## src/sv/rgb_to_c1c2c3_angles_macros.svh

```systemverilog
// Assertion macros for the c1c2c3 angle converter.
// Each macro expects clk_i and rst_ni in the scope where it is used.
`ifndef RGB_TO_C1C2C3_ANGLES_MACROS_SVH
`define RGB_TO_C1C2C3_ANGLES_MACROS_SVH

// Same-cycle implication, checked outside reset.
`define C1C2C3_ASSERT_IMP(lbl, ante, cons, msg) \
  lbl: assert property (@(posedge clk_i) disable iff (!rst_ni) (ante) |-> (cons)) \
    else $error(msg);

// Next-cycle implication, checked outside reset.
`define C1C2C3_ASSERT_NXT(lbl, ante, cons, msg) \
  lbl: assert property (@(posedge clk_i) disable iff (!rst_ni) (ante) |=> (cons)) \
    else $error(msg);

`endif

```

## src/sv/c1c2c3_pkg.sv

```systemverilog
// Shared types and constants for the c1c2c3 angle converter.
// Holds the CORDIC arctangent table and the lane result format; no dependencies.
package c1c2c3_pkg;

  // Fixed-point layout of the CORDIC datapath.
  localparam int unsigned GUARD_BITS = 24;
  localparam int unsigned TABLE_LEN  = 24;
  localparam int unsigned ZW         = 32;
  localparam int unsigned ANGLE_W    = 16;
  localparam int unsigned LANES      = 3;

  // pi/2 in Q2.30.
  localparam logic [30:0] HALF_PI_Q30 = 31'd1686629713;

  // floor(atan(2^-i) * 2^30) for each iteration.
  localparam logic signed [ZW-1:0] ATAN_Q30 [TABLE_LEN] = '{
    32'sh3243F6A8, 32'sh1DAC6705, 32'sh0FADBAFC, 32'sh07F56EA6,
    32'sh03FEAB76, 32'sh01FFD55B, 32'sh00FFFAAA, 32'sh007FFF55,
    32'sh003FFFEA, 32'sh001FFFFD, 32'sh000FFFFF, 32'sh0007FFFF,
    32'sh0003FFFF, 32'sh0001FFFF, 32'sh0000FFFF, 32'sh00007FFF,
    32'sh00003FFF, 32'sh00001FFF, 32'sh00000FFF, 32'sh000007FF,
    32'sh000003FF, 32'sh000001FF, 32'sh000000FF, 32'sh0000007F
  };

  // Operand conditions that bypass the CORDIC result.
  typedef struct packed {
    logic den_zero;
    logic num_zero;
  } lane_flags_t;

  // What one lane hands to the merge stage.
  typedef struct packed {
    logic signed [ZW-1:0] z;
    lane_flags_t          flags;
  } lane_res_t;

endpackage

```

## src/sv/c1c2c3_merge.sv

```systemverilog
// Merge stage: applies the zero-denominator rules, clamps and rounds each
// lane's angle, and registers the three angles as one result. Uses c1c2c3_pkg.
module c1c2c3_merge #(
  parameter int unsigned ANGLE_FRAC_BITS = 15
) (
  input  logic                      clk_i,
  input  logic                      en_i,
  input  c1c2c3_pkg::lane_res_t     res_i [c1c2c3_pkg::LANES],
  output logic [c1c2c3_pkg::ANGLE_W-1:0] c1_o,
  output logic [c1c2c3_pkg::ANGLE_W-1:0] c2_o,
  output logic [c1c2c3_pkg::ANGLE_W-1:0] c3_o
);
  import c1c2c3_pkg::*;

  localparam int unsigned SH       = 30 - ANGLE_FRAC_BITS;
  localparam logic [31:0] HALF_LSB = 32'd1 << (SH - 1);

  logic [30:0]        zc      [LANES];
  logic [31:0]        rounded [LANES];
  logic [ANGLE_W-1:0] angle   [LANES];
  logic [ANGLE_W-1:0] angle_q [LANES];

  // Clamp to [0, pi/2], then round half up to the output fraction.
  always_comb begin
    for (int l = 0; l < int'(LANES); l++) begin
      if (res_i[l].flags.den_zero) begin
        zc[l] = res_i[l].flags.num_zero ? '0 : HALF_PI_Q30;
      end else if (res_i[l].z[ZW-1]) begin
        zc[l] = '0;
      end else if (res_i[l].z[30:0] > HALF_PI_Q30) begin
        zc[l] = HALF_PI_Q30;
      end else begin
        zc[l] = res_i[l].z[30:0];
      end
      rounded[l] = {1'b0, zc[l]} + HALF_LSB;
      angle[l]   = ANGLE_W'(rounded[l] >> SH);
    end
  end

  // Output register; it holds while the downstream side stalls.
  always_ff @(posedge clk_i) begin
    if (en_i) begin
      angle_q <= angle;
    end
  end

  assign c1_o = angle_q[0];
  assign c2_o = angle_q[1];
  assign c3_o = angle_q[2];

endmodule

```

## config.mk

```make
export PLATFORM = sky130hd
export DESIGN_NAME = c1c2c3_merge
export DESIGN_NICKNAME = d
export VERILOG_FILES = /design/src/sv/rgb_to_c1c2c3_angles_macros.svh /design/src/sv/c1c2c3_pkg.sv /design/src/sv/c1c2c3_merge.sv
export SDC_FILE = /design/constraint.sdc
export NUM_CORES = 1
export LEC_CHECK = 0
export ABC_AREA = 1
export BUFFER_PORTS_ARGS = -buffer_cell sky130_fd_sc_hd__buf_4
export CAP_MARGIN = 20
export CORE_MARGIN = 8
export CORE_UTILIZATION = 51
export DETAILED_ROUTE_END_ITERATION = 10
export PLACE_DENSITY = 0.92
export SLEW_MARGIN = 20
export SYNTH_ARGS = -nofsm -noshare
export SYNTH_HDL_FRONTEND = slang
export SYNTH_SLANG_ARGS = --single-unit
```

## constraint.sdc

```tcl
create_clock -name clk_i -period 2.75 [get_ports clk_i]
set_input_delay 0.275 -clock clk_i [delete_from_list [all_inputs] [get_ports clk_i]]
set_output_delay 0.275 -clock clk_i [all_outputs]
set_load 0.01 [all_outputs]
```

==> flow_summary.toml <==
[run_status]
status = "completed"

[sta]
hold_viol_final = 0
worstMarginPinSlew_ns = 0.5870
min_period_ns = 2.196
max_slew_margin = 0.6087
tns_ns = 0
setup_violations = 0
maxClockFrequency_mhz = 455.4
min_period_over_period = 0.7985
rsz0062_at_grt = "false"
report.final.slew_viol_count = 0
whs_ns = 0.3036

[clocking]
cts-root-buf = "clkbuf_8"
clkSlewWorstSetupHoldPaths_ns = 0.08
cts_inserted_buffers = 5
hold_buffers = 0
postCtsSetupBuffers = 0
cts_tree = "done"
htree_levels = 2
cts_resized = 0
clock-sinks = 48
cts.path.max_buffers = 2

[detailed_routing]
drt_iter0_drc = 211
vias = 4568
first_pass_iters = 5
wl_per_cell_um = 13.42
avgViaCountPerCell = 5.014
ant_nets = 0
remaining_drc_errors = 0
drt_wl_total_mm = 12.23

[yosys]
yosysSeqAreaShare = 0.3357
ys_top_cells_by_area = "edfxtp_1 (34%), nand2_1 (20%), inv_1 (11%), nand3_1 (6.1%), nor2_1 (5.7%)"
yosysWarnings = 0
ys_async_sr_fraction = 0
post-synth-top-count-cell = "nand2_1"
synth-main-ff-cell = "edfxtp_1"
synth_top_area_frac = 0.3357
syn_area_per_cell_um2 = 6.606
synth_common_cells = "nand2_1 (224), inv_1 (129), nor2_1 (65), nand3_1 (52), edfxtp_1 (48)"
synth_cell_type_count = 30
synth_area_um2 = 4294
synth.net_count = 757
synthCells = 650
synth_edf_count = 48
synth_top_cell_by_area = "edfxtp_1"
ys_ff_latch = 48

[cells_and_area]
layout.nets = 912
drive_above_1_share = 0.2754
area_growth_pct = 31.38
final_area_um2 = 5642
antennaDiodeCount = 0
fillers = 709

[floorplan]
die_w_um = 107.8
fp.dieH_um = 107.8
start_util = 0.5253
pin_count = 152
die-area_um2 = 11610
fp.coreArea_um2 = 8175
placementRows = 33

[global_routing]
grt_overflow = 0
grt_max_degree = 49
met2_usage = 0.3939
grt_pass1_vias = 4642
grt_pass1_wl_mm = 20.24
busiest_layer = "met2"
grt_use_met1 = 0.2216
use_met3 = 0.03653
antenna_found_initial = 0
grt_usage = 0.2097

[pwr]
p_per_area_nw_per_um2 = 348.1
p_leak_nw = 2.989
vdd_drop_max_mv = 0.2216

[placement]
place_area_um2 = 5534
place_hpwl_mm = 10.48
gp_congestion = 0.9418
io_buffer_count = 151

[worst_setup_path]
cp-end-kind = "flip-flop"
start_kind = "input port"
crit_start = "res_i[14]"
crit_required_ns = 2.80
crit_type = "in -> reg"
crit_path_end = "c3_o[7]"
arrival_ns = 2.24
crit_fanout = 19

[min_path]
min_path_cells = 3
hold_class = "in -> reg"

[job]
cap_violations = 0
## cells by family after synthesis
group / Yosys count / share of synthesized area
AO/OA/AOI/OAI: 23 / 0.03817
XOR/XNOR: 17 / 0.03467
adder cells (fa/ha/maj): 3 / 0.008742
buffers and inverters: 139 / 0.1282
flip-flops: 48 / 0.3357
AND/OR/NAND/NOR: 420 / 0.4545
## routing by layer
| layer | vias up | part of all wire |
|---|---|---|
| li1 | 2327 | - |
| met3 | 36 | 0.059 |
| met2 | 160 | 0.53 |
| met1 | 2045 | 0.37 |
| met4 | 0 | 0.034 |
| met5 | - | 0 |
## power by group
group | switching [mW] | internal [mW] | total [mW]
registers | 0.0210 | 0.880 | 0.901
clock network | 0.229 | 0.270 | 0.499
logic | 0.308 | 0.255 | 0.564
## cell usage in the layout, fill, tap and decap left out, types with 7 or more instances in the layout
cell type	n
xnor2_1	7
xor2_1	10
o2111ai_1	9
nand2_2	16
buf_4	155
nor2_2	17
nor2_1	65
nand3_1	52
inv_1	129
nand2_1	224
nand4_1	10
nand3_2	10
edfxtp_1	48
## metrics by stage
step / cells / setup slack [ns] / utilization / power, mW
3_3_place_gp: 903 / 0.3389 / 0.6769 / 1.468
3_5_place_dp: 903 / 0.2334 / 0.6769 / 1.483
6_report: 911 / 0.5542 / 0.6901 / 1.964
5_1_grt: 911 / 0.3108 / 0.6901 / 2.067
4_1_cts: 911 / 0.5530 / 0.6901 / 1.974
2_1_floorplan: 650 / 0.6901 / - / 1.181
## layout make-up
| class | count | area, µm² | share of cell area |
|---|---|---|---|
| clock inverters | 2 | 35.03 | 0.006210 |
| well taps | 105 | 131.4 | 0.02329 |
| repair buffers | 155 | 1164 | 0.2063 |
| multi-input cells | 463 | 2302 | 0.4081 |
| flip-flops and latches | 48 | 1441 | 0.2555 |
| inverters | 132 | 495.5 | 0.08782 |
| clock buffers | 6 | 72.57 | 0.01286 |
## how the worst min path moves through the flow
stage / from / end / slack [ns]
2_1_floorplan: en_i / c1_o[0] / 0.39
3_5_place_dp: res_i[66] / c2_o[15] / 0.60
4_1_cts: res_i[66] / c2_o[15] / 0.29
5_1_grt: res_i[66] / c2_o[15] / 0.30
6_report: res_i[66] / c2_o[15] / 0.30
3_3_place_gp: res_i[66] / c2_o[15] / 0.60
## registers in the layout (all words and copies together) (netlist names)
name,count
c3_o,16
c1_o,16
c2_o,16
## critical path, stage by stage
cell and delay (ns):
buf_4 0.11, nor2_1 0.14, nand2_1 0.07, nor2_1 0.19
nand2_1 0.08, nand2_1 0.07, nand2_1 0.06, nand2_2 0.08
nand2_4 0.14, nand2_1 0.11, nand2_1 0.05, nand2_1 0.13
ha_1 0.26, inv_1 0.06, nor2_1 0.18, nand2_1 0.09
xor2_1 0.15
No activity file was read; power rests on OpenSTA's default activity.
